File: config.mk
export PLATFORM = sky130hd
export DESIGN_NAME = circular_fifo_with_overwrite_flat
export DESIGN_NICKNAME = d
export VERILOG_FILES = /design/src/rtl/cfwo_pkg.sv /design/src/rtl/cfwo_if.sv /design/src/rtl/circular_fifo_with_overwrite.sv /design/src/rtl/cfwo_ram.sv /design/src/rtl/cfwo_ctrl.sv /design/src/flat_wrapper.sv
export SDC_FILE = /design/constraint.sdc
export NUM_CORES = 2
export LEC_CHECK = 0
export BUFFER_PORTS_ARGS = -buffer_cell sky130_fd_sc_hd__buf_2
export CORE_MARGIN = 1
export CORE_UTILIZATION = 35
export DETAILED_ROUTE_END_ITERATION = 8
export PLACE_DENSITY_LB_ADDON = 0.1
export SLEW_MARGIN = 0
export SYNTH_ARGS = -nofsm -noshare
export SYNTH_HDL_FRONTEND = slang
export SYNTH_SLANG_ARGS = --single-unit
File: constraint.sdc
create_clock -name clk_i -period 13.6 [get_ports clk_i]
set_input_delay 1.36 -clock clk_i [delete_from_list [all_inputs] [get_ports clk_i]]
set_output_delay 1.36 -clock clk_i [all_outputs]
set_load 0.03 [all_outputs]
File: src/rtl/cfwo_pkg.sv
// Shared types, constants and helpers for the sensor-record ring FIFO.
// Depends on nothing; every other file of the block but cfwo_ram imports it.
`timescale 1ns / 1ps

package cfwo_pkg;

  // Ring geometry.
  localparam int unsigned DEPTH = 16;
  localparam int unsigned PTR_W = $clog2(DEPTH);
  localparam int unsigned CNT_W = $clog2(DEPTH + 1);

  // Field widths of one record and of the reported fill count.
  localparam int unsigned FLOAT_W = 32;
  localparam int unsigned IDENT_W = 8;
  localparam int unsigned STAT_W  = 8;
  localparam int unsigned TIME_W  = 32;
  localparam int unsigned FILL_W  = 5;
  localparam int unsigned MEAS_W  = 2 * FLOAT_W;
  localparam int unsigned TAG_W   = IDENT_W + STAT_W + TIME_W;

  typedef logic [PTR_W-1:0] ptr_t;
  typedef logic [CNT_W-1:0] cnt_t;

  typedef enum logic [1:0] {
    ACT_ENQ      = 2'd0,
    ACT_ENQ_OVER = 2'd1,
    ACT_DEQ      = 2'd2,
    ACT_PEEK     = 2'd3
  } action_e;

  typedef enum logic [1:0] {
    CODE_OK    = 2'd0,
    CODE_FULL  = 2'd1,
    CODE_EMPTY = 2'd2
  } code_e;

  // Memory operation and outcome decided for one accepted word.
  typedef struct packed {
    logic  wr_en;
    ptr_t  wr_addr;
    logic  rd_en;
    ptr_t  rd_addr;
    code_e code;
    cnt_t  count_after;
  } mem_op_t;

  // Advance a ring pointer with wrap at the last slot.
  function automatic ptr_t ptr_next(input ptr_t p);
    ptr_t r;
    r = (p == PTR_W'(DEPTH - 1)) ? '0 : p + PTR_W'(1);
    return r;
  endfunction

endpackage

File: src/rtl/cfwo_if.sv
// Valid/ready channel interfaces for the request and result words.
// Depends on cfwo_pkg for field widths.
`timescale 1ns / 1ps

// Request channel: one operation with the record to store.
interface cfwo_in_if;
  import cfwo_pkg::*;
  logic                 valid;
  logic                 ready;
  logic [1:0]           action;
  logic [FLOAT_W-1:0]   temperature_bits;
  logic [FLOAT_W-1:0]   humidity_bits;
  logic [IDENT_W-1:0]   sensor_ident;
  logic [STAT_W-1:0]    reading_status;
  logic [TIME_W-1:0]    reading_time;

  modport source (output valid, action, temperature_bits, humidity_bits,
                  sensor_ident, reading_status, reading_time, input ready);
  modport sink   (input valid, action, temperature_bits, humidity_bits,
                  sensor_ident, reading_status, reading_time, output ready);
endinterface

// Result channel: outcome code, record read and fill status.
interface cfwo_out_if;
  import cfwo_pkg::*;
  logic                 valid;
  logic                 ready;
  logic [1:0]           result_code;
  logic [FLOAT_W-1:0]   out_temperature_bits;
  logic [FLOAT_W-1:0]   out_humidity_bits;
  logic [IDENT_W-1:0]   out_sensor_ident;
  logic [STAT_W-1:0]    out_reading_status;
  logic [TIME_W-1:0]    out_reading_time;
  logic [FILL_W-1:0]    fill_count;
  logic                 is_empty;
  logic                 is_full;

  modport source (output valid, result_code, out_temperature_bits, out_humidity_bits,
                  out_sensor_ident, out_reading_status, out_reading_time,
                  fill_count, is_empty, is_full, input ready);
  modport sink   (input valid, result_code, out_temperature_bits, out_humidity_bits,
                  out_sensor_ident, out_reading_status, out_reading_time,
                  fill_count, is_empty, is_full, output ready);
endinterface

File: src/rtl/circular_fifo_with_overwrite.sv
// Sensor-record ring FIFO with enqueue, overwriting enqueue, dequeue and peek.
// A request word is accepted each cycle that the result side keeps moving; its
// result word passes the registered read of the record memories and then the
// output register. Sustained rate is one word per cycle while the result side
// keeps taking words. Enqueue is refused when 16 records are held, dequeue and
// peek when none are; every result reports the fill count and empty and full
// flags, and the record fields are zero unless a record was read.
// Depends on cfwo_pkg, cfwo_if, cfwo_ram and cfwo_ctrl.
`timescale 1ns / 1ps

module circular_fifo_with_overwrite
  import cfwo_pkg::*;
(
  input  logic       clk_i,
  input  logic       rst_ni,
  cfwo_in_if.sink    in_ch,
  cfwo_out_if.source out_ch
);

  mem_op_t          op;
  logic             fire;
  logic             s1_move;
  logic [MEAS_W-1:0] meas_wdata, meas_rdata;
  logic [TAG_W-1:0]  tag_wdata, tag_rdata;

  // Stage 1 waits for memory read data.
  logic   s1_valid_q;
  logic   s1_read_q;
  code_e  s1_code_q;
  cnt_t   s1_count_q;

  // Output register.
  logic              out_valid_q;
  code_e             out_code_q;
  logic [MEAS_W-1:0] out_meas_q;
  logic [TAG_W-1:0]  out_tag_q;
  cnt_t              out_count_q;

  // Handshake: stage 1 drains whenever the output register is free or taken.
  assign s1_move     = !out_valid_q || out_ch.ready;
  assign in_ch.ready = !s1_valid_q || s1_move;
  assign fire        = in_ch.valid && in_ch.ready;

  cfwo_ctrl u_ctrl (
    .clk_i    (clk_i),
    .rst_ni   (rst_ni),
    .fire_i   (fire),
    .action_i (in_ch.action),
    .op_o     (op)
  );

  // Record packing: temperature over humidity, then id, status and time.
  assign meas_wdata = {in_ch.temperature_bits, in_ch.humidity_bits};
  assign tag_wdata  = {in_ch.sensor_ident, in_ch.reading_status, in_ch.reading_time};

  cfwo_ram #(.Width(MEAS_W), .Depth(DEPTH)) u_meas_ram (
    .clk_i   (clk_i),
    .we_i    (op.wr_en),
    .waddr_i (op.wr_addr),
    .wdata_i (meas_wdata),
    .re_i    (op.rd_en),
    .raddr_i (op.rd_addr),
    .rdata_o (meas_rdata)
  );

  cfwo_ram #(.Width(TAG_W), .Depth(DEPTH)) u_tag_ram (
    .clk_i   (clk_i),
    .we_i    (op.wr_en),
    .waddr_i (op.wr_addr),
    .wdata_i (tag_wdata),
    .re_i    (op.rd_en),
    .raddr_i (op.rd_addr),
    .rdata_o (tag_rdata)
  );

  // Stage 1 and output valid flags.
  always_ff @(posedge clk_i or negedge rst_ni) begin
    if (!rst_ni) begin
      s1_valid_q  <= 1'b0;
      out_valid_q <= 1'b0;
    end else begin
      if (in_ch.ready) begin
        s1_valid_q <= fire;
      end
      if (s1_valid_q && s1_move) begin
        out_valid_q <= 1'b1;
      end else if (out_ch.ready) begin
        out_valid_q <= 1'b0;
      end
    end
  end

  // Stage 1 and output payload.
  always_ff @(posedge clk_i) begin
    if (fire) begin
      s1_read_q  <= op.rd_en;
      s1_code_q  <= op.code;
      s1_count_q <= op.count_after;
    end
    if (s1_valid_q && s1_move) begin
      out_code_q  <= s1_code_q;
      out_count_q <= s1_count_q;
      out_meas_q  <= s1_read_q ? meas_rdata : '0;
      out_tag_q   <= s1_read_q ? tag_rdata : '0;
    end
  end

  // Result word.
  assign out_ch.valid                = out_valid_q;
  assign out_ch.result_code          = out_code_q;
  assign out_ch.out_temperature_bits = out_meas_q[MEAS_W-1:FLOAT_W];
  assign out_ch.out_humidity_bits    = out_meas_q[FLOAT_W-1:0];
  assign out_ch.out_sensor_ident     = out_tag_q[TAG_W-1:STAT_W+TIME_W];
  assign out_ch.out_reading_status   = out_tag_q[STAT_W+TIME_W-1:TIME_W];
  assign out_ch.out_reading_time     = out_tag_q[TIME_W-1:0];
  assign out_ch.fill_count           = FILL_W'(out_count_q);
  assign out_ch.is_empty             = (out_count_q == '0);
  assign out_ch.is_full              = (out_count_q == CNT_W'(DEPTH));

endmodule

File: src/rtl/cfwo_ram.sv
// Generic single-clock RAM with one write port and one registered read port.
// Depends on nothing.
`timescale 1ns / 1ps

module cfwo_ram #(
  parameter int unsigned Width = 64,
  parameter int unsigned Depth = 16,
  localparam int unsigned AddrW = $clog2(Depth)
) (
  input  logic             clk_i,
  input  logic             we_i,
  input  logic [AddrW-1:0] waddr_i,
  input  logic [Width-1:0] wdata_i,
  input  logic             re_i,
  input  logic [AddrW-1:0] raddr_i,
  output logic [Width-1:0] rdata_o
);

  logic [Width-1:0] mem [Depth];
  logic [Width-1:0] rdata_q;

  // Write port.
  always_ff @(posedge clk_i) begin
    if (we_i) begin
      mem[waddr_i] <= wdata_i;
    end
  end

  // Read port; data holds until the next read.
  always_ff @(posedge clk_i) begin
    if (re_i) begin
      rdata_q <= mem[raddr_i];
    end
  end

  assign rdata_o = rdata_q;

endmodule

File: src/rtl/cfwo_ctrl.sv
// Pointer and count control: decides the memory access and outcome of each word.
// Depends on cfwo_pkg.
`timescale 1ns / 1ps

module cfwo_ctrl
  import cfwo_pkg::*;
(
  input  logic    clk_i,
  input  logic    rst_ni,
  input  logic    fire_i,
  input  logic [1:0] action_i,
  output mem_op_t op_o
);

  ptr_t wp_q, wp_d;
  ptr_t rp_q, rp_d;
  cnt_t cnt_q, cnt_d;
  logic full;
  logic empty;
  action_e act;

  assign full  = (cnt_q == CNT_W'(DEPTH));
  assign empty = (cnt_q == '0);
  assign act   = action_e'(action_i);

  // Decode the operation against the current fill state.
  always_comb begin
    wp_d          = wp_q;
    rp_d          = rp_q;
    cnt_d         = cnt_q;
    op_o.wr_en    = 1'b0;
    op_o.wr_addr  = wp_q;
    op_o.rd_en    = 1'b0;
    op_o.rd_addr  = rp_q;
    op_o.code     = CODE_OK;
    if (fire_i) begin
      case (act)
        ACT_ENQ: begin
          if (full) begin
            op_o.code = CODE_FULL;
          end else begin
            op_o.wr_en = 1'b1;
            wp_d       = ptr_next(wp_q);
            cnt_d      = cnt_q + CNT_W'(1);
          end
        end
        ACT_ENQ_OVER: begin
          // When full, the oldest record is dropped by moving past it.
          op_o.wr_en = 1'b1;
          wp_d       = ptr_next(wp_q);
          if (full) begin
            rp_d = ptr_next(rp_q);
          end else begin
            cnt_d = cnt_q + CNT_W'(1);
          end
        end
        ACT_DEQ, ACT_PEEK: begin
          if (empty) begin
            op_o.code = CODE_EMPTY;
          end else begin
            op_o.rd_en = 1'b1;
            if (act == ACT_DEQ) begin
              rp_d  = ptr_next(rp_q);
              cnt_d = cnt_q - CNT_W'(1);
            end
          end
        end
        default: begin
          op_o.code = CODE_OK;
        end
      endcase
    end
    op_o.count_after = cnt_d;
  end

  // Pointer and count registers.
  always_ff @(posedge clk_i or negedge rst_ni) begin
    if (!rst_ni) begin
      wp_q  <= '0;
      rp_q  <= '0;
      cnt_q <= '0;
    end else begin
      wp_q  <= wp_d;
      rp_q  <= rp_d;
      cnt_q <= cnt_d;
    end
  end

  // The count never goes beyond the ring size.
  assert property (@(posedge clk_i) disable iff (!rst_ni) cnt_q <= CNT_W'(DEPTH))
    else $error("fill count above depth");

  // Empty and full rings both have the pointers on the same slot.
  assert property (@(posedge clk_i) disable iff (!rst_ni)
    (empty || full) |-> (wp_q == rp_q))
    else $error("pointers disagree with fill count");

  // A plain enqueue into a full ring must not touch the memory.
  assert property (@(posedge clk_i) disable iff (!rst_ni)
    (fire_i && act == ACT_ENQ && full) |-> (!op_o.wr_en && op_o.code == CODE_FULL))
    else $error("enqueue into full ring was not refused");

  // One word reads or writes the memory, never both.
  assert property (@(posedge clk_i) disable iff (!rst_ni) !(op_o.wr_en && op_o.rd_en))
    else $error("read and write issued together");

endmodule

File: src/flat_wrapper.sv
// flat-port wrapper written by rule: the top's interface ports become plain ports
module circular_fifo_with_overwrite_flat import cfwo_pkg::*;
  (clk_i, rst_ni, in_ch_valid, in_ch_action, in_ch_temperature_bits, in_ch_humidity_bits, in_ch_sensor_ident, in_ch_reading_status, in_ch_reading_time, in_ch_ready, out_ch_valid, out_ch_result_code, out_ch_out_temperature_bits, out_ch_out_humidity_bits, out_ch_out_sensor_ident, out_ch_out_reading_status, out_ch_out_reading_time, out_ch_fill_count, out_ch_is_empty, out_ch_is_full, out_ch_ready);
  cfwo_in_if in_ch_i ();
  cfwo_out_if out_ch_i ();
  input  logic clk_i;
  input  logic rst_ni;
  input wire logic [$bits(in_ch_i.valid)-1:0] in_ch_valid;
  input wire logic [$bits(in_ch_i.action)-1:0] in_ch_action;
  input wire logic [$bits(in_ch_i.temperature_bits)-1:0] in_ch_temperature_bits;
  input wire logic [$bits(in_ch_i.humidity_bits)-1:0] in_ch_humidity_bits;
  input wire logic [$bits(in_ch_i.sensor_ident)-1:0] in_ch_sensor_ident;
  input wire logic [$bits(in_ch_i.reading_status)-1:0] in_ch_reading_status;
  input wire logic [$bits(in_ch_i.reading_time)-1:0] in_ch_reading_time;
  output wire logic [$bits(in_ch_i.ready)-1:0] in_ch_ready;
  output wire logic [$bits(out_ch_i.valid)-1:0] out_ch_valid;
  output wire logic [$bits(out_ch_i.result_code)-1:0] out_ch_result_code;
  output wire logic [$bits(out_ch_i.out_temperature_bits)-1:0] out_ch_out_temperature_bits;
  output wire logic [$bits(out_ch_i.out_humidity_bits)-1:0] out_ch_out_humidity_bits;
  output wire logic [$bits(out_ch_i.out_sensor_ident)-1:0] out_ch_out_sensor_ident;
  output wire logic [$bits(out_ch_i.out_reading_status)-1:0] out_ch_out_reading_status;
  output wire logic [$bits(out_ch_i.out_reading_time)-1:0] out_ch_out_reading_time;
  output wire logic [$bits(out_ch_i.fill_count)-1:0] out_ch_fill_count;
  output wire logic [$bits(out_ch_i.is_empty)-1:0] out_ch_is_empty;
  output wire logic [$bits(out_ch_i.is_full)-1:0] out_ch_is_full;
  input wire logic [$bits(out_ch_i.ready)-1:0] out_ch_ready;
  assign in_ch_i.valid = in_ch_valid;
  assign in_ch_i.action = in_ch_action;
  assign in_ch_i.temperature_bits = in_ch_temperature_bits;
  assign in_ch_i.humidity_bits = in_ch_humidity_bits;
  assign in_ch_i.sensor_ident = in_ch_sensor_ident;
  assign in_ch_i.reading_status = in_ch_reading_status;
  assign in_ch_i.reading_time = in_ch_reading_time;
  assign in_ch_ready = in_ch_i.ready;
  assign out_ch_valid = out_ch_i.valid;
  assign out_ch_result_code = out_ch_i.result_code;
  assign out_ch_out_temperature_bits = out_ch_i.out_temperature_bits;
  assign out_ch_out_humidity_bits = out_ch_i.out_humidity_bits;
  assign out_ch_out_sensor_ident = out_ch_i.out_sensor_ident;
  assign out_ch_out_reading_status = out_ch_i.out_reading_status;
  assign out_ch_out_reading_time = out_ch_i.out_reading_time;
  assign out_ch_fill_count = out_ch_i.fill_count;
  assign out_ch_is_empty = out_ch_i.is_empty;
  assign out_ch_is_full = out_ch_i.is_full;
  assign out_ch_i.ready = out_ch_ready;
  circular_fifo_with_overwrite u_core (.clk_i(clk_i), .rst_ni(rst_ni), .in_ch(in_ch_i), .out_ch(out_ch_i));
endmodule
==> key figures <==
CTS
  • Number of CTS-inserted buffers: approximately 220
  • Max Root-Sink Buffers: 3
  • CTS root buf: clkbuf_16
  • CTS tree: yes
  • # hold bufs at CTS: 0
  • Worst skew pair latency: approximately 0.86 ns
  • PostCTS Resize Cnt: 0
  • Clock slew at reported path FFs: roughly 0.060 ns
  • Clock Sinks: 2,046
  • Maximum level of the CTS H-tree: 4
  • Post-CTS setup buffers: 0

Finish
  • Post-layout util: between 40% and 50%
  • Nets@finish: 3,706
  • P&R area growth vs syn: 15.3%
  • Fillers: 18,800
  • Share of post-route cells with drive strength above 1: approximately 29%
  • Design Area, Final: 87,400 µm²

Setup path
  • Buffer and inverter count on the worst path: 5
  • Crit-path max cell delay: about 0.9 ns
  • CP Launch Type: input pin
  • Crit path kind: in -> reg
  • FF-to-FF End: u_core.u_meas_ram.mem[8][50]$_DFFE_PP_
  • Setup crit end kind: register
  • Worst Path Required: 14.06 ns
  • Data arrival, critical path: approximately 5.2 ns
  • Crit path max fanout: 49
  • CP max-delay cell: buf_4
  • Worst path top cell family by delay: buffers and inverters
  • Most used cell, CP: buf_4
  • CP cell instances: buf_2 -> and3b_1 -> inv_2 -> nand2_1 -> clkinv_2 -> nand3_1 -> nor2_4 -> buf_4 -> buf_4
  • R2R Path Start: u_core.u_ctrl.cnt_q[1]$_DFF_PN0_
  • R2r setup slk: ~9.0 ns
  • Reg2Reg Depth: 8

Power
  • Pwr dens: a little under 200 nW/µm²
  • Leak pwr: ~28 nW
  • P_int: roughly 12 mW
  • Combinational fraction of design power: between 20 and 25%
  • Sw Ratio: between 20 and 30%
  • Flop pwr share: between 40% and 50%
  • Clock Power Share: 33.4%
  • Peak supply drop: roughly 0.16 mV
  • Sw power: just under 5 mW
  • Power Total: roughly 17 mW

STA
  • RSZ-0062 raised after global routing: no
  • Tmin final: about 4.7 ns
  • Final setup margin: between 8 and 9 ns
  • # setup viols final: 0
  • Slew @ Worst Pin: 1.11 ns
  • Slew headroom: 26.3%
  • Highest clock rate: roughly 210 MHz
  • Crit share post-route: around 35%
  • Setup TNS: 0 ns
  • Layout Skew: around 0.034 ns
  • Final Hold Viols: 0
  • Final Max Slew Viols: 0

Synthesis
  • Distinct cells, synth: 51
  • Adder-cell share of the synthesized area: less than 1%
  • EDFF count, synth: just over 2,000
  • Post-synthesis compound-gate area fraction: 2.46%
  • Simple-gate portion of the synthesized area: 2.01%
  • Mapped Area: 75,800 µm²
  • Mapped Cells: about 3,200
  • Fraction of registers with async set/reset: less than 1%
  • Syn Nets: approximately 3,400
  • Synthesized area per cell: roughly 23 µm²
  • Mux share of post-synthesis cell area: 13.3%
  • Sequential fraction of the synthesis area: roughly four fifths
  • Synth Flop Type: edfxtp_1
  • Largest family of logic cells by synthesized area: multiplexers
  • Yosys Warn Count: 0
  • Yosys reg bits: between 2,000 and 2,500
  • XOR/XNOR Fraction of Synth Area: less than 1%

Global route
  • Gr ovfl total: 0
  • Total GRT Usage: approximately 17%
  • Largest net degree at the start of global routing: 122
  • Initial antenna violation count: 34
  • Vias in the first global route: between 30,000 and 40,000
  • First-pass GRT wire length: ~270,000 µm

Routing
  • Vias: 34,000
  • Number of vias per cell: just over 5
  • Post-DRT Antenna Nets: 0
  • Iter 0 DRT Violations: between 2,000 and 3,000
  • # DRC: 0
  • Final WL: about 190,000 µm
  • Routed len/inst: 28.4 µm
  • Drt pass-1 iters: 5

Min path
  • Tightest Hold Check Type: reg -> reg
  • Hold Path Sink: u_core.out_ch.fill_count[2]$_DFFE_PP_
  • Min-delay src: u_core.s1_count_q[2]$_DFFE_PP_
  • Hold depth: 0

Floorplan
  • Die Y: about 470 µm
  • Die width: roughly 470 µm
  • Core area: 215,000 µm²
  • Row Count: 170
  • Starting Density: between 30% and 40%
  • # IOs: 241
  • Total Die Area: 219,000 µm²

Status
  • Status: finished clean

Place
  • Port Buffers: 240
  • Area after DPL: a little over 80,000 µm²
  • Dpl ws: around 8.0 ns
  • Routability cong.: approximately 0.72
  • Hpwl dp: 91,300 µm

Run
  • Max-cap viol count: 0
## state kept, by name (all words and copies together), names as in the netlist
name and flops:
u_core.out_ch.fill_count 5, u_core.out_ch.result_code 2, u_core.out_ch.valid 1, u_core.out_meas_q 64, u_core.out_tag_q 48, u_core.s1_code_q 2
u_core.s1_count_q 5, u_core.s1_read_q 1, u_core.s1_valid_q 1, u_core.u_ctrl.cnt_q 5, u_core.u_ctrl.rp_q 4, u_core.u_ctrl.wp_q 4
u_core.u_meas_ram.mem 1024, u_core.u_meas_ram.rdata_o 64, u_core.u_tag_ram.mem 768, u_core.u_tag_ram.rdata_o 48
## final cells by class
cell class	instances	area, µm²	area share (%)
well taps	2838	3550	4.06
clock buffers	287	5810	6.64
repair buffers	290	1810	2.08
flip-flops and latches	2046	61400	70.2
inverters	11	42.5	0.0487
multi-input cells	1009	13800	15.8
clock inverters	118	1000	1.15
diodes	12	30.0	0.0343
## Yosys cell counts, types with 4 or more instances
master,number,area (µm²)
o21ai_0,6,30.0
ha_1,11,138
buf_1,27,101
a22oi_1,224,1680
inv_1,9,33.8
clkbuf_1,81,304
nand3_1,12,60.1
dfrtp_1,15,375
nand2b_1,5,31.3
buf_6,4,45.0
buf_2,51,255
edfxtp_1,2031,61000
and2_1,115,719
nand2_1,119,447
mux4_2,448,10100
nor2_1,20,75.1
nor3_1,7,35.0
a21oi_1,5,25.0
## through the flow
step	hold slack (ns)	instances
2_1_floorplan	0.400	3232
3_3_place_gp	0.409	6194
3_5_place_dp	0.405	6194
4_1_cts	0.369	6599
5_1_grt	0.406	6606
6_report	0.417	6611
## routing by layer
metal | vias to the layer above | track usage, % | wire length [µm]
met4 | 26 | 3.74 | 3030
met1 | 18500 | 24.8 | 85800
met5 | - | 0 | 181
met3 | 268 | 3.12 | 9330
li1 | 14400 | - | -
met2 | 765 | 27.4 | 89300
## placed cells by master, fill, tap and decap left out, drive strengths merged, types with 2 or more instances in the layout
cell type and n:
edfxtp 2031, mux4 448, buf 290, clkbuf 287
a22oi 224, nand2 119, and2 116, clkinv 92
nor2 20, inv 19, dfrtp 15, bufinv 13
diode 12, nand3 12, ha 11, nor3 7
o21ai 6, a21oi 5, nand2b 5, clkinvlp 5
a21o 3, nor4b 2, a31o 2, a22o 2
xnor2 2, mux2 2, nor2b 2, a211oi 2
and3 2
## cell families after synthesis
logic type | Yosys count
compound gates | 250
xor+xnor | 3
fa+ha+maj | 11
buf+inv | 177
flops | 2046
mux | 450
simple gates | 295
## power groups by stage
stage | Sequential [mW] | Combinational, mW | Clock [mW]
finish | 7.54 | 3.82 | 5.69
global route | 7.57 | 4.13 | 6.08
CTS | 7.55 | 3.95 | 5.85
detailed placement | 7.68 | 3.94 | 0
global placement | 7.68 | 3.94 | 0
floorplan | 7.67 | 2.64 | 0
## worst max-delay path by stage
stage / from / end / slack [ns] / depth (start not counted)
final: out_ch_ready / u_core.u_meas_ram.mem[8][50]$_DFFE_PP_ / 8.89 / 9
after global routing: out_ch_ready / u_core.u_meas_ram.mem[8][50]$_DFFE_PP_ / 8.67 / 9
after CTS: out_ch_ready / u_core.u_meas_ram.mem[8][50]$_DFFE_PP_ / 8.86 / 9
after detailed placement: out_ch_ready / u_core.u_meas_ram.mem[8][48]$_DFFE_PP_ / 7.95 / 9
after global placement: out_ch_ready / u_core.u_meas_ram.mem[8][46]$_DFFE_PP_ / 8.01 / 9
after floorplan: out_ch_ready / u_core.u_meas_ram.mem[3][0]$_DFFE_PP_ / 3.04 / 6
(Power assumes the default switching activity.)
